<file path="config.mk">
export PLATFORM = sky130hd
export DESIGN_NAME = pedal_plausibility_monitor_unit_flat
export DESIGN_NICKNAME = d
export VERILOG_FILES = /design/src/hdl/ppm_pkg.sv /design/src/hdl/ppm_if.sv /design/src/hdl/ppm_div.sv /design/src/hdl/pedal_plausibility_monitor_unit.sv /design/src/flat_wrapper.sv
export SDC_FILE = /design/constraint.sdc
export NUM_CORES = 1
export LEC_CHECK = 0
export BUFFER_PORTS_ARGS = -buffer_cell sky130_fd_sc_hd__buf_4
export CAP_MARGIN = 10
export CORE_ASPECT_RATIO = 1.5
export CORE_MARGIN = 1
export CORE_UTILIZATION = 55
export CTS_CLUSTER_SIZE = 16
export DETAILED_ROUTE_END_ITERATION = 6
export PLACE_DENSITY_LB_ADDON = 0.08
export SLEW_MARGIN = 20
export SYNTH_ARGS = -nofsm -noshare
export SYNTH_HDL_FRONTEND = slang
export SYNTH_SLANG_ARGS = --single-unit
</file>
<file path="constraint.sdc">
create_clock -name clk -period 8.5 [get_ports clk]
set_clock_uncertainty 0.2 [all_clocks]
set_input_delay 1.7 -clock clk [delete_from_list [all_inputs] [get_ports clk]]
set_output_delay 1.7 -clock clk [all_outputs]
set_load 0.005 [all_outputs]
</file>
<file path="src/hdl/ppm_pkg.sv">
// Shared widths, register map and constants of the pedal plausibility monitor.
package ppm_pkg;

  // Fraction format: signed Q2.14.
  localparam int Q_W      = 16;
  localparam int Q_FRAC   = 14;
  localparam int Q_ONE    = 16384;

  // Fixed field widths.
  localparam int DAC_W    = 12;
  localparam int MS_W     = 10;
  localparam int LIMIT_W  = 16;

  // Configuration port.
  localparam int CFG_DW   = 32;
  localparam int CFG_AW   = 5;

  // Thresholds in Q2.14: accelerator above 25 percent.
  localparam int ACCEL_ON_TH = 4096;

  // Register reset values.
  localparam int RST_ACCEL_MIN = 459;
  localparam int RST_ACCEL_MAX = 4095;
  localparam int RST_BRAKE_MIN = 906;
  localparam int RST_BRAKE_MAX = 3636;
  localparam int RST_LIMIT     = 100;

  typedef enum logic [2:0] {
    REG_ACCEL_A_MIN = 3'd0,
    REG_ACCEL_A_MAX = 3'd1,
    REG_ACCEL_B_MIN = 3'd2,
    REG_ACCEL_B_MAX = 3'd3,
    REG_BRAKE_MIN   = 3'd4,
    REG_BRAKE_MAX   = 3'd5,
    REG_FAULT_LIMIT = 3'd6
  } cfg_reg_t;

endpackage

</file>
<file path="src/hdl/ppm_if.sv">
// Valid/ready channel interfaces for sensor samples and drive results.
interface ppm_in_if #(
  parameter int ADC_BITS = 12
);
  logic                          valid;
  logic                          ready;
  logic [ADC_BITS-1:0]           accel_a_code;
  logic [ADC_BITS-1:0]           accel_b_code;
  logic [ADC_BITS-1:0]           brake_code;
  logic [ppm_pkg::MS_W-1:0]      ms_elapsed;

  modport source (output valid, accel_a_code, accel_b_code, brake_code, ms_elapsed,
                  input ready);
  modport sink (input valid, accel_a_code, accel_b_code, brake_code, ms_elapsed,
                output ready);
endinterface

interface ppm_out_if;
  logic                          valid;
  logic                          ready;
  logic [ppm_pkg::DAC_W-1:0]     drive_code;
  logic                          in_fault_mode;
  logic                          sensor_fault_now;
  logic                          brake_latch_set;

  modport source (output valid, drive_code, in_fault_mode, sensor_fault_now,
                  brake_latch_set, input ready);
  modport sink (input valid, drive_code, in_fault_mode, sensor_fault_now,
                brake_latch_set, output ready);
endinterface

</file>
<file path="src/hdl/ppm_div.sv">
// Serial restoring divider that normalizes one ADC code to a saturated Q2.14 fraction.
module ppm_div #(
  parameter int ADC_BITS = 12
) (
  input  logic                             clk,
  input  logic                             rst_n,
  input  logic                             start,
  input  logic [ADC_BITS-1:0]              code,
  input  logic [ADC_BITS-1:0]              lo,
  input  logic [ADC_BITS-1:0]              hi,
  output logic                             done,
  output logic signed [ppm_pkg::Q_W-1:0]   quot
);

  localparam int QW = ppm_pkg::Q_W;
  localparam int CW = $clog2(QW);
  localparam logic [QW-1:0] QMAX = {1'b0, {(QW-1){1'b1}}};
  localparam logic [QW-1:0] QMIN = {1'b1, {(QW-1){1'b0}}};
  localparam logic [CW-1:0] LAST = CW'(QW-1);

  logic signed [ADC_BITS:0]   diff_s;
  logic signed [ADC_BITS:0]   span_s;
  logic [ADC_BITS:0]          neg_diff;
  logic [ADC_BITS-1:0]        mag;
  logic                       span_ok;
  logic                       ovf;
  logic [ADC_BITS+1:0]        trial;
  logic                       take;
  logic [QW-1:0]              q_fin;
  logic [QW-1:0]              sat_val;

  logic                       busy_r, busy_nxt;
  logic                       done_r, done_nxt;
  logic [CW-1:0]              cnt_r, cnt_nxt;
  logic [ADC_BITS-1:0]        rem_r, rem_nxt;
  logic [QW-1:0]              num_r, num_nxt;
  logic [QW-1:0]              q_r, q_nxt;
  logic                       neg_r, neg_nxt;
  logic [ADC_BITS-1:0]        sp_r, sp_nxt;
  logic [QW-1:0]              res_r, res_nxt;

  assign diff_s   = $signed({1'b0, code}) - $signed({1'b0, lo});
  assign span_s   = $signed({1'b0, hi}) - $signed({1'b0, lo});
  assign neg_diff = -diff_s;
  assign mag      = diff_s[ADC_BITS] ? neg_diff[ADC_BITS-1:0] : diff_s[ADC_BITS-1:0];
  assign span_ok  = !span_s[ADC_BITS] && (span_s != '0);
  // Quotient would need more than QW bits; it saturates either way.
  assign ovf      = {2'b00, mag} >= {span_s[ADC_BITS-1:0], 2'b00};

  assign trial = {1'b0, rem_r, num_r[QW-1]} - {2'b00, sp_r};
  assign take  = !trial[ADC_BITS+1];
  assign q_fin = {q_r[QW-2:0], take};

  always_comb begin
    if (!neg_r) begin
      sat_val = q_fin[QW-1] ? QMAX : q_fin;
    end else begin
      sat_val = (q_fin > QMIN) ? QMIN : (-q_fin);
    end
  end

  always_comb begin
    busy_nxt = busy_r;
    done_nxt = 1'b0;
    cnt_nxt  = cnt_r;
    rem_nxt  = rem_r;
    num_nxt  = num_r;
    q_nxt    = q_r;
    neg_nxt  = neg_r;
    sp_nxt   = sp_r;
    res_nxt  = res_r;
    if (start) begin
      if (!span_ok) begin
        res_nxt  = '0;
        done_nxt = 1'b1;
      end else if (ovf) begin
        res_nxt  = diff_s[ADC_BITS] ? QMIN : QMAX;
        done_nxt = 1'b1;
      end else begin
        busy_nxt = 1'b1;
        cnt_nxt  = '0;
        // The top quotient bits are known zero, so the high part of the
        // shifted dividend seeds the remainder directly.
        rem_nxt  = {2'b00, mag[ADC_BITS-1:2]};
        num_nxt  = {mag[1:0], {(QW-2){1'b0}}};
        q_nxt    = '0;
        neg_nxt  = diff_s[ADC_BITS];
        sp_nxt   = span_s[ADC_BITS-1:0];
      end
    end else if (busy_r) begin
      rem_nxt = take ? trial[ADC_BITS-1:0] : {rem_r[ADC_BITS-2:0], num_r[QW-1]};
      num_nxt = {num_r[QW-2:0], 1'b0};
      q_nxt   = q_fin;
      cnt_nxt = cnt_r + 1'b1;
      if (cnt_r == LAST) begin
        busy_nxt = 1'b0;
        done_nxt = 1'b1;
        res_nxt  = sat_val;
      end
    end
  end

  always_ff @(posedge clk) begin
    if (!rst_n) begin
      busy_r <= 1'b0;
      done_r <= 1'b0;
      cnt_r  <= '0;
    end else begin
      busy_r <= busy_nxt;
      done_r <= done_nxt;
      cnt_r  <= cnt_nxt;
    end
  end

  always_ff @(posedge clk) begin
    rem_r <= rem_nxt;
    num_r <= num_nxt;
    q_r   <= q_nxt;
    neg_r <= neg_nxt;
    sp_r  <= sp_nxt;
    res_r <= res_nxt;
  end

  assign done = done_r;
  assign quot = $signed(res_r);

endmodule

</file>
<file path="src/hdl/pedal_plausibility_monitor_unit.sv">
// Top level of the pedal plausibility monitor: sequencer, checks, timer and registers.
//
//  Channel   Direction  Handshake              Carries
//  in_ch     sink       valid/ready            accel_a_code, accel_b_code, brake_code,
//                                              ms_elapsed
//  out_ch    source     valid/ready            drive_code, in_fault_mode,
//                                              sensor_fault_now, brake_latch_set
//  APB       slave      psel/penable, pready=1 seven configuration registers at 4*i
//
// One item is taken at a time. Its three sensor codes are normalized one after
// another on a single serial divider that produces one quotient bit per cycle,
// and the item then passes through an evaluation step before the next ready.
// A sensor with an empty span or a saturating quotient skips the bit-serial
// loop and finishes early.
// Reset is synchronous and active low; it restores the register reset values
// and clears fault mode, the brake latch and the fault timer.
// The result sits in an output register. If it has not been taken when the
// next item finishes, the evaluation cycle waits until the output is free.
module pedal_plausibility_monitor_unit #(
  parameter int ADC_BITS   = 12,
  parameter int TIMER_BITS = 16
) (
  input  logic                          clk,
  input  logic                          rst_n,
  ppm_in_if.sink                        in_ch,
  ppm_out_if.source                     out_ch,
  input  logic                          psel,
  input  logic                          penable,
  input  logic                          pwrite,
  input  logic [ppm_pkg::CFG_AW-1:0]    paddr,
  input  logic [ppm_pkg::CFG_DW-1:0]    pwdata,
  output logic [ppm_pkg::CFG_DW-1:0]    prdata,
  output logic                          pready
);

  localparam int QW     = ppm_pkg::Q_W;
  localparam int DW     = ppm_pkg::DAC_W;
  localparam int LW     = ppm_pkg::LIMIT_W;
  localparam int MSW    = ppm_pkg::MS_W;
  // Products of a fraction by small constants (up to 20) fit in QW+5 bits.
  localparam int MW     = QW + 5;
  // Timer sum and limit compare widths.
  localparam int SUMW   = ((TIMER_BITS > MSW) ? TIMER_BITS : MSW) + 1;
  localparam int CMPW   = (TIMER_BITS > LW) ? TIMER_BITS : LW;
  localparam int PRODW  = ppm_pkg::Q_FRAC + DW;

  typedef enum logic [3:0] {
    ST_IDLE      = 4'b0001,
    ST_DIV_START = 4'b0010,
    ST_DIV_WAIT  = 4'b0100,
    ST_EVAL      = 4'b1000
  } state_t;

  typedef enum logic [1:0] {
    SEL_ACCEL_A = 2'd0,
    SEL_ACCEL_B = 2'd1,
    SEL_BRAKE   = 2'd2
  } sensor_sel_t;

  // ---------------------------------------------------------------------------
  // Configuration registers. A write lands at the access phase; pready never
  // stalls. Addresses beyond the last register are ignored on write and read
  // back as zero.
  // ---------------------------------------------------------------------------
  logic [ADC_BITS-1:0]  a_min_r, a_max_r, b_min_r, b_max_r, r_min_r, r_max_r;
  logic [LW-1:0]        limit_r;
  logic                 cfg_wr;
  logic [2:0]           reg_idx;

  assign pready  = 1'b1;
  assign cfg_wr  = psel && penable && pwrite && pready;
  assign reg_idx = paddr[4:2];

  always_ff @(posedge clk) begin
    if (!rst_n) begin
      a_min_r <= ADC_BITS'(ppm_pkg::RST_ACCEL_MIN);
      a_max_r <= ADC_BITS'(ppm_pkg::RST_ACCEL_MAX);
      b_min_r <= ADC_BITS'(ppm_pkg::RST_ACCEL_MIN);
      b_max_r <= ADC_BITS'(ppm_pkg::RST_ACCEL_MAX);
      r_min_r <= ADC_BITS'(ppm_pkg::RST_BRAKE_MIN);
      r_max_r <= ADC_BITS'(ppm_pkg::RST_BRAKE_MAX);
      limit_r <= LW'(ppm_pkg::RST_LIMIT);
    end else if (cfg_wr) begin
      case (reg_idx)
        ppm_pkg::REG_ACCEL_A_MIN: a_min_r <= pwdata[ADC_BITS-1:0];
        ppm_pkg::REG_ACCEL_A_MAX: a_max_r <= pwdata[ADC_BITS-1:0];
        ppm_pkg::REG_ACCEL_B_MIN: b_min_r <= pwdata[ADC_BITS-1:0];
        ppm_pkg::REG_ACCEL_B_MAX: b_max_r <= pwdata[ADC_BITS-1:0];
        ppm_pkg::REG_BRAKE_MIN:   r_min_r <= pwdata[ADC_BITS-1:0];
        ppm_pkg::REG_BRAKE_MAX:   r_max_r <= pwdata[ADC_BITS-1:0];
        ppm_pkg::REG_FAULT_LIMIT: limit_r <= pwdata[LW-1:0];
        default: ;
      endcase
    end
  end

  always_comb begin
    case (reg_idx)
      ppm_pkg::REG_ACCEL_A_MIN: prdata = ppm_pkg::CFG_DW'(a_min_r);
      ppm_pkg::REG_ACCEL_A_MAX: prdata = ppm_pkg::CFG_DW'(a_max_r);
      ppm_pkg::REG_ACCEL_B_MIN: prdata = ppm_pkg::CFG_DW'(b_min_r);
      ppm_pkg::REG_ACCEL_B_MAX: prdata = ppm_pkg::CFG_DW'(b_max_r);
      ppm_pkg::REG_BRAKE_MIN:   prdata = ppm_pkg::CFG_DW'(r_min_r);
      ppm_pkg::REG_BRAKE_MAX:   prdata = ppm_pkg::CFG_DW'(r_max_r);
      ppm_pkg::REG_FAULT_LIMIT: prdata = ppm_pkg::CFG_DW'(limit_r);
      default:                  prdata = '0;
    endcase
  end

  // ---------------------------------------------------------------------------
  // Sequencer. The sample is captured on acceptance, then each sensor is sent
  // through the shared divider in turn, then the evaluation state evaluates all checks.
  // ---------------------------------------------------------------------------
  state_t               state_r, state_nxt;
  sensor_sel_t          sel_r, sel_nxt;
  logic [ADC_BITS-1:0]  ca_r, cb_r, cr_r;
  logic [MSW-1:0]       ms_r;
  logic signed [QW-1:0] a_r, b_r, r_r;

  logic                 in_acc;
  logic                 eval_go;
  logic                 div_start;
  logic                 div_done;
  logic signed [QW-1:0] div_quot;
  logic [ADC_BITS-1:0]  div_code, div_lo, div_hi;

  assign in_ch.ready = (state_r == ST_IDLE);
  assign in_acc      = in_ch.valid && in_ch.ready;
  assign div_start   = (state_r == ST_DIV_START);
  // Evaluation commits only when the output register is free or being drained.
  assign eval_go     = (state_r == ST_EVAL) && (!out_ch.valid || out_ch.ready);

  always_comb begin
    unique case (sel_r)
      SEL_ACCEL_A: begin
        div_code = ca_r;
        div_lo   = a_min_r;
        div_hi   = a_max_r;
      end
      SEL_ACCEL_B: begin
        div_code = cb_r;
        div_lo   = b_min_r;
        div_hi   = b_max_r;
      end
      SEL_BRAKE: begin
        div_code = cr_r;
        div_lo   = r_min_r;
        div_hi   = r_max_r;
      end
      default: begin
        div_code = ca_r;
        div_lo   = a_min_r;
        div_hi   = a_max_r;
      end
    endcase
  end

  ppm_div #(
    .ADC_BITS (ADC_BITS)
  ) u_div (
    .clk   (clk),
    .rst_n (rst_n),
    .start (div_start),
    .code  (div_code),
    .lo    (div_lo),
    .hi    (div_hi),
    .done  (div_done),
    .quot  (div_quot)
  );

  always_comb begin
    state_nxt = state_r;
    sel_nxt   = sel_r;
    unique case (state_r)
      ST_IDLE: begin
        if (in_acc) begin
          state_nxt = ST_DIV_START;
          sel_nxt   = SEL_ACCEL_A;
        end
      end
      ST_DIV_START: begin
        state_nxt = ST_DIV_WAIT;
      end
      ST_DIV_WAIT: begin
        if (div_done) begin
          priority case (sel_r)
            SEL_ACCEL_A: begin
              sel_nxt   = SEL_ACCEL_B;
              state_nxt = ST_DIV_START;
            end
            SEL_ACCEL_B: begin
              sel_nxt   = SEL_BRAKE;
              state_nxt = ST_DIV_START;
            end
            default: begin
              state_nxt = ST_EVAL;
            end
          endcase
        end
      end
      ST_EVAL: begin
        if (eval_go) begin
          state_nxt = ST_IDLE;
        end
      end
      default: begin
        state_nxt = ST_IDLE;
      end
    endcase
  end

  always_ff @(posedge clk) begin
    if (!rst_n) begin
      state_r <= ST_IDLE;
      sel_r   <= SEL_ACCEL_A;
    end else begin
      state_r <= state_nxt;
      sel_r   <= sel_nxt;
    end
  end

  // Sample capture and fraction storage.
  always_ff @(posedge clk) begin
    if (in_acc) begin
      ca_r <= in_ch.accel_a_code;
      cb_r <= in_ch.accel_b_code;
      cr_r <= in_ch.brake_code;
      ms_r <= in_ch.ms_elapsed;
    end
    if ((state_r == ST_DIV_WAIT) && div_done) begin
      if (sel_r == SEL_ACCEL_A) begin
        a_r <= div_quot;
      end
      if (sel_r == SEL_ACCEL_B) begin
        b_r <= div_quot;
      end
      if (sel_r == SEL_BRAKE) begin
        r_r <= div_quot;
      end
    end
  end

  // ---------------------------------------------------------------------------
  // Evaluation. Constant multiples of the fractions are built from shifts and
  // adds; all of it is combinational and settles within the evaluation state.
  // ---------------------------------------------------------------------------
  logic signed [MW-1:0] a_x, b_x, r_x;
  logic signed [MW-1:0] a10, a20, b11, b9, r10;
  logic signed [MW-1:0] q_one_x;
  logic                 disagree;
  logic                 range_fault;
  logic                 fault_now;

  assign a_x     = MW'(a_r);
  assign b_x     = MW'(b_r);
  assign r_x     = MW'(r_r);
  assign a10     = (a_x <<< 3) + (a_x <<< 1);
  assign a20     = a10 <<< 1;
  assign b11     = (b_x <<< 3) + (b_x <<< 1) + b_x;
  assign b9      = (b_x <<< 3) + b_x;
  assign r10     = (r_x <<< 3) + (r_x <<< 1);
  assign q_one_x = MW'(ppm_pkg::Q_ONE);

  // The two accelerator fractions must agree within 10 percent of each other.
  assign disagree    = (a10 > b11) || (a10 < b9);
  assign range_fault = (ca_r > a_max_r) || (ca_r < a_min_r)
                    || (cb_r > b_max_r) || (cb_r < b_min_r)
                    || (cr_r > r_max_r) || (cr_r < r_min_r);
  assign fault_now   = disagree || range_fault;

  // Fault persistence timer. The first faulty sample only starts the timer;
  // later faulty samples add their elapsed time, saturating at all ones.
  localparam logic [SUMW-1:0] TMAX = SUMW'({TIMER_BITS{1'b1}});

  logic                   fault_mode_r, fault_mode_nxt;
  logic                   latch_r, latch_nxt;
  logic                   timer_run_r, timer_run_nxt;
  logic [TIMER_BITS-1:0]  timer_r, timer_nxt;
  logic [SUMW-1:0]        timer_sum;
  logic [TIMER_BITS-1:0]  timer_acc;

  assign timer_sum = SUMW'(timer_r) + SUMW'(ms_r);
  assign timer_acc = timer_run_r ? ((timer_sum > TMAX) ? {TIMER_BITS{1'b1}}
                                                       : timer_sum[TIMER_BITS-1:0])
                                 : '0;

  always_comb begin
    fault_mode_nxt = fault_mode_r;
    timer_run_nxt  = timer_run_r;
    timer_nxt      = timer_r;
    latch_nxt      = latch_r;
    if (eval_go) begin
      if (fault_now) begin
        if (CMPW'(timer_acc) > CMPW'(limit_r)) begin
          fault_mode_nxt = 1'b1;
          timer_run_nxt  = 1'b0;
          timer_nxt      = '0;
        end else begin
          timer_run_nxt  = 1'b1;
          timer_nxt      = timer_acc;
        end
      end else begin
        fault_mode_nxt = 1'b0;
        timer_run_nxt  = 1'b0;
        timer_nxt      = '0;
      end
      // Brake plausibility: set on heavy throttle with the brake applied,
      // released only once the throttle drops below 5 percent.
      if (!latch_r && (a_r > QW'(ppm_pkg::ACCEL_ON_TH)) && (r10 > q_one_x)) begin
        latch_nxt = 1'b1;
      end else if (latch_r && (a20 < q_one_x)) begin
        latch_nxt = 1'b0;
      end
    end
  end

  // Drive code: round(a * 4095 / 2^14), clamped to the DAC range; zero in fault mode or with the latch set.
  logic [ppm_pkg::Q_FRAC-1:0] a_frac;
  logic [PRODW-1:0]           a_scaled;
  logic [DW-1:0]              drive_val;

  assign a_frac   = a_r[ppm_pkg::Q_FRAC-1:0];
  assign a_scaled = {a_frac, {DW{1'b0}}} - PRODW'(a_frac)
                  + PRODW'(1 << (ppm_pkg::Q_FRAC - 1));

  always_comb begin
    if (fault_mode_nxt || latch_nxt) begin
      drive_val = '0;
    end else if (a_r >= QW'(ppm_pkg::Q_ONE)) begin
      drive_val = {DW{1'b1}};
    end else if (a_r > 0) begin
      drive_val = a_scaled[PRODW-1:ppm_pkg::Q_FRAC];
    end else begin
      drive_val = '0;
    end
  end

  // ---------------------------------------------------------------------------
  // Output register. Fault mode and the latch only change at evaluation, which
  // waits for the output to be free, so their registers feed the port directly.
  // ---------------------------------------------------------------------------
  logic           out_valid_r, out_valid_nxt;
  logic [DW-1:0]  drive_r;
  logic           fault_now_r;

  always_comb begin
    if (eval_go) begin
      out_valid_nxt = 1'b1;
    end else if (out_ch.ready) begin
      out_valid_nxt = 1'b0;
    end else begin
      out_valid_nxt = out_valid_r;
    end
  end

  always_ff @(posedge clk) begin
    if (!rst_n) begin
      out_valid_r  <= 1'b0;
      fault_mode_r <= 1'b0;
      latch_r      <= 1'b0;
      timer_run_r  <= 1'b0;
      timer_r      <= '0;
    end else begin
      out_valid_r  <= out_valid_nxt;
      fault_mode_r <= fault_mode_nxt;
      latch_r      <= latch_nxt;
      timer_run_r  <= timer_run_nxt;
      timer_r      <= timer_nxt;
    end
  end

  always_ff @(posedge clk) begin
    if (eval_go) begin
      drive_r     <= drive_val;
      fault_now_r <= fault_now;
    end
  end

  assign out_ch.valid            = out_valid_r;
  assign out_ch.drive_code       = drive_r;
  assign out_ch.in_fault_mode    = fault_mode_r;
  assign out_ch.sensor_fault_now = fault_now_r;
  assign out_ch.brake_latch_set  = latch_r;

  // ---------------------------------------------------------------------------
  // Assertions.
  // ---------------------------------------------------------------------------
  // An accepted item always starts with accelerator sensor one.
  a_accept_starts: assert property (@(posedge clk) disable iff (!rst_n)
    in_acc |=> (state_r == ST_DIV_START) && (sel_r == SEL_ACCEL_A))
    else $error("accepted item did not start the divider on sensor one");

  // The divider only finishes while the sequencer is waiting for it.
  a_done_in_wait: assert property (@(posedge clk) disable iff (!rst_n)
    div_done |-> (state_r == ST_DIV_WAIT))
    else $error("divider finished outside the wait state");

  // A stopped timer always holds zero.
  a_timer_idle_zero: assert property (@(posedge clk) disable iff (!rst_n)
    !timer_run_r |-> (timer_r == '0))
    else $error("fault timer nonzero while stopped");

  // A result is never overwritten while it waits to be taken.
  a_no_overwrite: assert property (@(posedge clk) disable iff (!rst_n)
    (out_valid_r && !out_ch.ready) |-> !eval_go)
    else $error("evaluation committed over a pending result");

endmodule
</file>
<file path="src/flat_wrapper.sv">
// flat-port wrapper written by rule: the top's interface ports become plain ports
module pedal_plausibility_monitor_unit_flat 
#(
  parameter int ADC_BITS   = 12,
  parameter int TIMER_BITS = 16
)
  (clk, rst_n, psel, penable, pwrite, paddr, pwdata, prdata, pready, in_ch_valid, in_ch_accel_a_code, in_ch_accel_b_code, in_ch_brake_code, in_ch_ms_elapsed, in_ch_ready, out_ch_valid, out_ch_drive_code, out_ch_in_fault_mode, out_ch_sensor_fault_now, out_ch_brake_latch_set, out_ch_ready);
  ppm_in_if #(.ADC_BITS(ADC_BITS)) in_ch_i ();
  ppm_out_if out_ch_i ();
  input  logic clk;
  input  logic rst_n;
  input  logic psel;
  input  logic penable;
  input  logic pwrite;
  input  logic [ppm_pkg::CFG_AW-1:0] paddr;
  input  logic [ppm_pkg::CFG_DW-1:0] pwdata;
  output logic [ppm_pkg::CFG_DW-1:0] prdata;
  output logic pready;
  input wire logic [$bits(in_ch_i.valid)-1:0] in_ch_valid;
  input wire logic [$bits(in_ch_i.accel_a_code)-1:0] in_ch_accel_a_code;
  input wire logic [$bits(in_ch_i.accel_b_code)-1:0] in_ch_accel_b_code;
  input wire logic [$bits(in_ch_i.brake_code)-1:0] in_ch_brake_code;
  input wire logic [$bits(in_ch_i.ms_elapsed)-1:0] in_ch_ms_elapsed;
  output wire logic [$bits(in_ch_i.ready)-1:0] in_ch_ready;
  output wire logic [$bits(out_ch_i.valid)-1:0] out_ch_valid;
  output wire logic [$bits(out_ch_i.drive_code)-1:0] out_ch_drive_code;
  output wire logic [$bits(out_ch_i.in_fault_mode)-1:0] out_ch_in_fault_mode;
  output wire logic [$bits(out_ch_i.sensor_fault_now)-1:0] out_ch_sensor_fault_now;
  output wire logic [$bits(out_ch_i.brake_latch_set)-1:0] out_ch_brake_latch_set;
  input wire logic [$bits(out_ch_i.ready)-1:0] out_ch_ready;
  assign in_ch_i.valid = in_ch_valid;
  assign in_ch_i.accel_a_code = in_ch_accel_a_code;
  assign in_ch_i.accel_b_code = in_ch_accel_b_code;
  assign in_ch_i.brake_code = in_ch_brake_code;
  assign in_ch_i.ms_elapsed = in_ch_ms_elapsed;
  assign in_ch_ready = in_ch_i.ready;
  assign out_ch_valid = out_ch_i.valid;
  assign out_ch_drive_code = out_ch_i.drive_code;
  assign out_ch_in_fault_mode = out_ch_i.in_fault_mode;
  assign out_ch_sensor_fault_now = out_ch_i.sensor_fault_now;
  assign out_ch_brake_latch_set = out_ch_i.brake_latch_set;
  assign out_ch_i.ready = out_ch_ready;
  pedal_plausibility_monitor_unit #(.ADC_BITS(ADC_BITS), .TIMER_BITS(TIMER_BITS)) u_core (.clk(clk), .rst_n(rst_n), .in_ch(in_ch_i), .out_ch(out_ch_i), .psel(psel), .penable(penable), .pwrite(pwrite), .paddr(paddr), .pwdata(pwdata), .prdata(prdata), .pready(pready));
endmodule
</file>
After elaboration in Yosys (flattened, before gate mapping)
Cells that the tools add are included.
Word-level totals
  flip-flop bits (word level): 299
  bits of input ports: 90
Cells by class
  reductions and logical operators: 46
  bitwise operators: 1
  equality and inequality tests: 20
  add/subtract/negate cells: 14
  magnitude comparators: 17
  multiplexer cells: 66
Operators by type and width (count)
  two-way mux 16 bit: 16
  one-hot mux 16 bit (7 select lines): 1
  two-way mux 12 bit: 8
  two-way mux 15 bit: 5
  one-hot mux 12 bit (2 select lines): 3
  adder 19 x 17 -> 20 bit: 3
  > comparator 12 bit: 3
  < comparator 12 bit: 3
  two-way mux 4 bit: 8
  adder 26 x 14 -> 26 bit, second input constant: 1
  subtractor 12 x 12 -> 13 bit: 2
  subtractor 26 x 14 -> 26 bit: 1
  AND reduction 2 bit: 11
  adder 20 x 16 -> 21 bit: 1
  > comparator 21 x 16 -> 1 bit, second input constant: 1
  > comparator 21 bit: 1
  < comparator 21 x 16 -> 1 bit, second input constant: 1
  < comparator 21 bit: 1
  adder 19 x 16 -> 20 bit: 1
  two-way mux 1 bit: 20
  adder 16 x 10 -> 17 bit: 1
  > comparator 17 x 16 -> 1 bit, second input constant: 1
  >= comparator 16 bit, second input constant: 1
  > comparator 16 x 1 -> 1 bit, second input constant: 1
  other kinds (34): 69

Longest topological paths before layout
Gate-level depths: netlist of run 1.
  depth after elaboration: 10
  depth in mapped cells: 29
  mapped depth without buffers: 26

Cells and area by module
From an unflattened synthesis of run 1, not the netlist that was laid out.
Second synthesis, totals
  cells, all modules: 2406
  area total of the unflattened synthesis: 21580.7 um^2
By module, submodules not included
  pedal_plausibility_monitor_unit: area an instance 16304.4 um^2, cells each 1830, sequential area each 5495.3 um^2, instances 1
  ppm_div: area an instance 5276.3 um^2, cells each 576, sequential area each 1861.8 um^2, instances 1

Worst setup path before layout of run 1
No wires, ideal clock.
  path kind: reg-to-reg
  start: register u_core.sel_r[0]
  end: register u_core.u_div.res_r[0], in the netlist u_core.u_div.quot[0] (enable)
  arrival time: 5.799 ns
  library setup time: 0.396 ns
  required time: 7.904 ns
  stages on the path, launching flop included: 24
  path slack: 2.105 ns
  path buffers: 2
  cell sequence: dfxtp_1 inv_1 ha_1 clkbuf_1 buf_1 a22oi_1 a21oi_1 ha_1 inv_1 fa_1 a21o_1 a221oi_2 xnor2_1 or4b_1 or3_1 o31ai_2 xnor2_1 ha_1 nand2_1 nor4_1 nand3_1 a31o_2 nor2b_1 o22ai_1
On the way
  longest elaborated chain between the ends: 8
  elaborated cells on any way between the ends: 15
  classes of those cells: 3 x add/sub; 1 x order compare; 3 x eq/ne; 4 x mux; 4 x reduce/logical
Ends and longest elaborated chain
  from (decl): line pedal_plausibility_monitor_unit.sv:115  | sensor_sel_t sel_r, sel_nxt;
  from (signal assigned): line pedal_plausibility_monitor_unit.sv:218  | sel_r <= sel_nxt;
  equality test 2 bit or equality test 2 x 1 -> 1 bit (tied branches): line pedal_plausibility_monitor_unit.sv:134  | unique case (sel_r)
  one-hot mux 12 bit (2 select lines): line pedal_plausibility_monitor_unit.sv:134
  subtractor 12 x 12 -> 13 bit: line ppm_div.sv:42  | assign diff_s = $signed({1'b0, code}) - $signed({1'b0, lo});
  negation 12 bit: line ppm_div.sv:44  | assign neg_diff = -diff_s;
  two-way mux 12 bit: line ppm_div.sv:45  | assign mag = diff_s[ADC_BITS] ? neg_diff[ADC_BITS-1:0] : diff_s[ADC_BITS-1:0];
  >= comparator 12 x 14 -> 1 bit: line ppm_div.sv:48  | assign ovf = {2'b00, mag} >= {span_s[ADC_BITS-1:0], 2'b00};
  inequality test 3 bit (no source line) (*)
  AND reduction 3 bit (no source line) (*)
  to (signal assigned): line ppm_div.sv:121  | res_r <= res_nxt;
  to (decl): line ppm_div.sv:40  | logic [QW-1:0] res_r, res_nxt;
Mark *: on every way between the ends. The rest lies on a longest branch, timed or not.
A chain may end at the register's enable or synchronous reset.

Final worst setup path of run 1
  start: register u_core.b_r[2]
  end: register u_core.timer_r[0]
On the way
  longest elaborated chain between the ends: 6
  elaborated cells on any way between the ends: 8
  classes of those cells: 3 x add/sub; 2 x order compare; 1 x mux; 2 x reduce/logical
Ends and longest elaborated chain
  from (decl): line pedal_plausibility_monitor_unit.sv:118  | logic signed [QW-1:0] a_r, b_r, r_r;
  from (signal assigned): line pedal_plausibility_monitor_unit.sv:235  | b_r <= div_quot;
  adder 19 x 17 -> 20 bit: line pedal_plausibility_monitor_unit.sv:259  | assign b11 = (b_x <<< 3) + (b_x <<< 1) + b_x;
  adder 20 x 16 -> 21 bit: line pedal_plausibility_monitor_unit.sv:259
  > comparator 21 bit: line pedal_plausibility_monitor_unit.sv:265  | assign disagree = (a10 > b11) || (a10 < b9);
  logical OR 1 bit (*): line pedal_plausibility_monitor_unit.sv:265
  logical OR 1 bit (*): line pedal_plausibility_monitor_unit.sv:269  | assign fault_now = disagree || range_fault;
  two-way mux 16 bit (*): line pedal_plausibility_monitor_unit.sv:293  | if (fault_now) begin
  to (signal assigned): line pedal_plausibility_monitor_unit.sv:368  | timer_r <= timer_nxt;
  to (decl): line pedal_plausibility_monitor_unit.sv:278  | logic [TIMER_BITS-1:0] timer_r, timer_nxt;
Marks and branches as above.

==> metrics.md, run 1 <==
| Metric | Value |
|---|---|
| Most common cell after layout, fill and taps aside | `ha_1` |
| Power Total | `between 4 and 5 mW` |
| Critical path peak fanout | `14` |
| Largest net degree at the start of global routing | `59` |
| Nets | `between 2000 and 3000` |
| WP data required | `approximately 8.7 ns` |
| DRT antenna net count | `0` |
| Status | `completed` |
| Die height | `approximately 240 um` |
| Clock-pin transition on the worst setup and hold timing paths | `around 0.07 ns` |
| GRT overflow | `0` |
| # port buffers | `between 100 and 150` |
| Critical Path Start | `u_core.b_r[2]` |
| Mapped Area | `21100 um2` |
| Max Freq | `~140 MHz` |
| DRC | `0` |
| Tcrit/Tclk final | `83.9%` |
| Slowest CP cell | `fa_1` |
| Htree depth | `1` |
| Hold bufs inserted after CTS | `0` |
| RR Endpoint | `u_core.timer_r[0]` |
| Final WS setup | `1.37 ns` |
| Post-CTS setup buffers | `0` |
| Die X | `roughly 160 um` |
| Most frequent cells in the layout | `ha_1, nand2_1, inv_1` |
| Sw Pwr | `~1.3 mW` |
| Relative slew slack | `29.1%` |
| Clk_lat worst skew | `roughly 0.57 ns` |
| Vias in the first global route | `between 15000 and 20000` |
| Setup WS pre-CTS | `~1.4 ns` |
| Reg2reg setup slack | `1.37 ns` |
| Layout area overhead | `9.68%` |
| Worst EP arrival | `7.36 ns` |
| Total Wirelength | `~58 mm` |
| Sw frac | `between 30% and 40%` |
| Num rows | `87` |
| TritonCTS Buffers | `28` |
| Clock network fraction of total power | `a little under a third` |
| DR vias | `between 15000 and 20000` |
| WL per Instance | `20.0 um` |
| Pre-antenna DRT Iters | `5` |
| First-pass GRT wire length | `between 90 and 100 mm` |
| Prevailing post-synth register cell | `edfxtp_1` |
| Synth unique cells | `91` |
| Initial Util | `56.0%` |
| CTS root buffer | `clkbuf_16` |
| 1st-iter DRT viols | `approximately 1100` |
| Least-Margin Pin Slew | `between 1 and 1.5 ns` |
| Worst reg-to-reg path cell count | `25` |
| EDFF count, synth | `around 170` |
| Pleak | `9.87 nW` |
| Setup crit end kind | `register` |
| TritonCTS Sinks | `around 290` |
| Hold path start | `u_core.timer_r[6]` |
| Fin Setup TNS | `0 ns` |
| Longest Clk Path Bufs | `3` |
| Peak supply drop | `~0.18 mV` |
| Internal power component | `roughly 2.8 mW` |
| Share of total power in sequential cells | `between 40% and 50%` |
| Total GRT Usage | `roughly 30%` |
| HP Class | `register to register` |
| Maxcap violations | `0` |
| Antenna violations before repair | `0` |
| Post-synthesis register bit count | `285` |
| Resized cells post-CTS | `0` |
| Min cycle time layout | `7.13 ns` |
| Core Footprint | `between 30000 and 40000 um2` |
| Vias per cell | `roughly 6.0` |
| CTS tree | `done` |
| Mapped Cells | `2338` |
| ANT cells | `0` |
| Syn avg cell area | `around 9.0 um2` |
| Worst setup path endpoint | `u_core.timer_r[0]` |
| Setup Viol. Count Final | `0` |
| Power density over the cells | `177 nW/um2` |
| Final core occ | `between 60 and 70%` |
| Ys Warns | `0` |
| Comb power frac | `26.0%` |
| Die area | `between 30000 and 40000 um2` |
| Placer congestion estimate | `approximately 1.0` |
| Reg2reg start | `u_core.b_r[2]` |
| Detail Placement HPWL | `roughly 46 mm` |
| Async set-reset flop share out of synthesis | `0%` |
| Count of pins over their slew limit | `0` |
| Final hold violations | `0` |
| Top-Level Pins | `140` |
| CP startpoint kind | `register` |
| Critical Path Max Stage Delay | `about 0.54 ns` |
| CP Class | `register to register` |
| Ratio of cells with drive above 1 in the final layout | `under 10%` |
| Sequential element share of the synthesized area | `a little over a third` |
| RSZ-0062 raised after global routing | `false` |
## power groups by stage
stage          registers [mW]  clock network, mW  logic (mW)
2_1_floorplan            1.74                  0       0.793
3_3_place_gp             1.79                  0        1.02
3_5_place_dp             1.80                  0        1.06
4_1_cts                  1.77               1.28        1.07
5_1_grt                  1.78               1.33        1.20
6_report                 1.77               1.26        1.06
## flip-flops by register name, summed over array words and instances (netlist names), 15 cells and up
name	flops
u_core.r_r	16
u_core.a_r	16
u_core.u_div.quot	16
u_core.b_r	16
u_core.limit_r	16
u_core.timer_r	16
u_core.u_div.q_r	15
## routing by layer
metal / routed length (um) / GRT usage [%] / vias to the layer above
li1: - / - / 8542
met1: 21100 / 31.0 / 8242
met2: 30700 / 55.7 / 531
met3: 2180 / 2.45 / 195
met4: 4390 / 20.8 / 0
met5: 0 / 0 / -
## worst min-delay path by stage
stage / to / cells after the start
floorplan: u_core.timer_r[0] / 2
global placement: u_core.timer_r[9] / 2
detailed placement: u_core.timer_r[6] / 2
CTS: u_core.timer_r[6] / 2
global route: u_core.timer_r[8] / 1
finish: u_core.timer_r[6] / 2
## critical path, delay by kind of cell, from the launching register on
| kind | cells | cell delay, ns |
|---|---|---|
| flip-flops | 1 | 0.45 |
| multiplexers | 1 | 0.27 |
| XOR/XNOR | 1 | 0.13 |
| adder cells (fa/ha/maj) | 3 | 1.34 |
| AND/OR/NAND/NOR | 8 | 2.19 |
| buffers and inverters | 2 | 0.19 |
| AO/OA/AOI/OAI | 10 | 2.21 |
## area by class of cell
| cell class | count | area (um2) |
|---|---|---|
| Fill cell | 3299 | 14500 |
| Multi-Input combinational cell | 1766 | 12600 |
| Sequential cell | 285 | 7360 |
| Timing Repair Buffer | 115 | 863 |
| Inverter | 213 | 801 |
| Clock buffer | 37 | 776 |
| Tap cell | 489 | 612 |
| Clock inverter | 14 | 131 |
## metrics by stage
stage / cell area [um2] / hold slack [ns] / instances
2_1_floorplan: 21200 / 0.232 / 2353
3_3_place_gp: 22200 / 0.244 / 2868
3_5_place_dp: 22200 / 0.252 / 2868
4_1_cts: 23100 / 0.260 / 2919
5_1_grt: 23100 / 0.288 / 2919
6_report: 23100 / 0.258 / 2919
## logic make-up (layout without fill, tap and decap cells)
logic type / after synthesis / count (layout) / synth area share [%]
AOI/OAI and AO/OA: 647 / 647 / 19.7
xor gates and xnor gates: 110 / 110 / 4.57
adders and majority gates: 296 / 296 / 18.3
buffers and inverters: 302 / 379 / 5.78
DFF: 285 / 285 / 34.9
muxes: 29 / 29 / 1.70
other: 2 / 17 / 0.0356
and+or+nand+nor: 667 / 667 / 15.0
## Yosys cell counts (23+ instances only)
master | number | share of area [%]
o21ai_0 | 110 | 2.6
clkbuf_1 | 60 | 1.1
nor2_1 | 133 | 2.4
dfxtp_1 | 120 | 11
a21o_1 | 54 | 1.9
edfxtp_1 | 165 | 23
nor3_1 | 42 | 1.0
a22oi_1 | 51 | 1.8
nand4_1 | 29 | 0.86
nand3_1 | 43 | 1.0
a21oi_1 | 203 | 4.8
xor2_1 | 37 | 1.5
nor2b_1 | 23 | 0.68
xnor2_1 | 73 | 3.0
o211ai_1 | 63 | 2.2
nand2b_1 | 26 | 0.77
ha_1 | 275 | 16
nand2_1 | 256 | 4.6
inv_1 | 212 | 3.8
and2_1 | 23 | 0.68
No activity file was read; power rests on OpenSTA's default activity.
==> run 2, diff against run 1 <==
==> constraint.sdc (replaced) <==
create_clock -name clk -period 6.93 [get_ports clk]
set_clock_uncertainty 0.2 [all_clocks]
set_input_delay 1.386 -clock clk [delete_from_list [all_inputs] [get_ports clk]]
set_output_delay 1.386 -clock clk [all_outputs]
set_load 0.005 [all_outputs]
==> metrics.md, run 2 (same netlist as run 1, synthesis figures left out) <==
| Metric | Value |
|---|---|
| Die X | `162 um (unchanged)` |
| Most frequent cells in the layout | `ha_1, nand2_1, inv_1` |
| DRT met1 WL | `21.9 mm (+3.4%)` |
| Final core occ | `61.7% (+0.27 points)` |
| Total Wirelength | `59.5 mm (+1.9%)` |
| Pleak | `9.92 nW (+0.54%)` |
| WP data required | `7.23 ns (-1.50 ns)` |
| CP Class | `register to register` |
| Ratio of cells with drive above 1 in the final layout | `9.18% (+0.66 points)` |
| Detail Placement HPWL | `46.6 mm (+2.1%)` |
| Largest net degree at the start of global routing | `59 (unchanged)` |
| DR vias | `17600 (+0.46%)` |
| TritonCTS Buffers | `29 (+3.6%)` |
| First-pass GRT wire length | `92.8 mm (+1.8%)` |
| Slowest CP cell | `or3_4` |
| Placer congestion estimate | `0.990 (-4.2%)` |
| Max layer used | `met4` |
| Top-Level Pins | `140 (unchanged)` |
| Least-Margin Pin Slew | `1.08 ns (+0.0193 ns)` |
| CP startpoint kind | `register` |
| Clock-pin transition on the worst setup and hold timing paths | `0.06 ns (about the same)` |
| Met3 Wirelength | `2.08 mm (-4.5%)` |
| Die area | `39200 um2 (unchanged)` |
| CTS root buffer | `clkbuf_16` |
| Reg2reg setup slack | `0.36 ns (-1.01 ns)` |
| Top delay family on crit path | `compound AO/OA/AOI/OAI gates` |
| Max Freq | `152 MHz (+8.6%)` |
| Initial Util | `56.0% (unchanged)` |
| Antenna violations before repair | `0 (unchanged)` |
| Setup Viol. Count Final | `0 (unchanged)` |
| Maxcap violations | `0 (unchanged)` |
| Min cycle time layout | `6.57 ns (-0.562 ns)` |
| Post-route cell area | `23200 um2 (+0.44%)` |
| Final hold violations | `0 (unchanged)` |
| Crit path buffers/inverters | `2 (unchanged)` |
| Critical path peak fanout | `14 (unchanged)` |
| 1st-iter DRT viols | `1186 (+12%)` |
| Clk_lat worst skew | `0.57 ns (about the same)` |
| Critical Path Max Stage Delay | `0.52 ns (-0.02 ns)` |
| GRT overflow | `0 (unchanged)` |
| Routed met2 length | `31.6 mm (+2.9%)` |
| Nets | `2805 (+0.36%)` |
| Filler cells | `3338 (+1.2%)` |
| Tcrit/Tclk final | `94.8% (+11 points)` |
| Die height | `242 um (unchanged)` |
| Count of pins over their slew limit | `0 (unchanged)` |
| DP Area | `22300 um2 (+0.29%)` |
| Htree depth | `1 (unchanged)` |
| Vias per cell | `6.00 (about the same)` |
| # port buffers | `104 (unchanged)` |
| Post-CTS setup buffers | `0 (unchanged)` |
| TritonCTS Sinks | `285 (unchanged)` |
| Num rows | `87 (unchanged)` |
| Core Footprint | `37700 um2 (unchanged)` |
| ANT cells | `0 (unchanged)` |
| DRC | `0 (unchanged)` |
| HP Class | `register to register` |
| Status | `completed` |
| Vias in the first global route | `17500 (-0.21%)` |
| CTS tree | `done` |
| Worst EP arrival | `6.87 ns (-0.49 ns)` |
| Power density over the cells | `217 nW/um2 (+23%)` |
| Pre-antenna DRT Iters | `5 (unchanged)` |
| WL per Instance | `20.3 um (+1.5%)` |
| Most common cell after layout, fill and taps aside | `ha_1` |
| Longest Clk Path Bufs | `3 (unchanged)` |
| Setup crit end kind | `register` |
| Total GRT Usage | `30.5% (+0.68 points)` |
| Relative slew slack | `28.0% (-1.1 points)` |
| Peak supply drop | `0.228 mV (+30%)` |
| Layout area overhead | `10.2%` |
| DRT antenna net count | `0 (unchanged)` |
run 2: cell count changes in the layout (fill, tap and decap cells not counted), moves of 3 or more:
cell        before  now
clkinv_4         1    4
buf_4          115  124
clkbuf_1         6    3
clkinvlp_4       3    6
run 2: report_power, final:
group	switching, mW	internal (mW)
combinational	0.794	0.536
clock	0.706	0.832
sequential	0.150	2.02
total	1.65	3.39
run 2: per-stage QoR:
| stage | setup TNS, ns | hold slack [ns] | std cells | power, mW | setup slack [ns] |
|---|---|---|---|---|---|
| 2_1_floorplan | 0 | 0.232 | 2353 | 3.10 | 0.535 |
| 3_3_place_gp | 0 | 0.246 | 2877 | 3.47 | 0.346 |
| 3_5_place_dp | 0 | 0.250 | 2877 | 3.52 | 0.251 |
| 4_1_cts | 0 | 0.257 | 2930 | 5.06 | 0.198 |
| 5_1_grt | -0.0236 | 0.287 | 2930 | 5.31 | -0.0220 |
| 6_report | 0 | 0.259 | 2930 | 5.04 | 0.361 |
run 2: tightest hold or removal path, cell delays in order (launching register included):
cell	delay, ns
dfxtp_1	0.31
nand2_1	0.05
o21ai_1	0.05
run 2: final timing paths:
path / start / cells past startpoint / to
max reg2reg: u_core.b_r[0] / 25 / u_core.timer_r[0]
max: u_core.b_r[0] / 25 / u_core.timer_r[0]
min reg2reg: u_core.timer_r[7] / 2 / u_core.timer_r[7]
min: u_core.timer_r[7] / 2 / u_core.timer_r[7]
run 2: per-layer routing:
layer,global-route usage [%],vias up
met5,0,-
met1,32.3,8319
li1,-,8567
met4,18.5,0
met3,2.61,184
met2,57.5,520
run 2: final cells by class:
cell class / count / area (um2) / share of cell area, %
multi-input combinational: 1766 / 12600 / 54.3
sequential: 285 / 7360 / 31.7
inverter: 213 / 801 / 3.44
clock inverter: 19 / 151 / 0.651
timing repair buffer: 124 / 931 / 4.00
tap: 489 / 612 / 2.63
clock buffer: 34 / 764 / 3.29
run 2: what timing repair did:
item                                    in CTS  in global routing
resized for setup                            0                  4
endpoints found under the setup margin       0                 27
hold buffers                                 0                  0
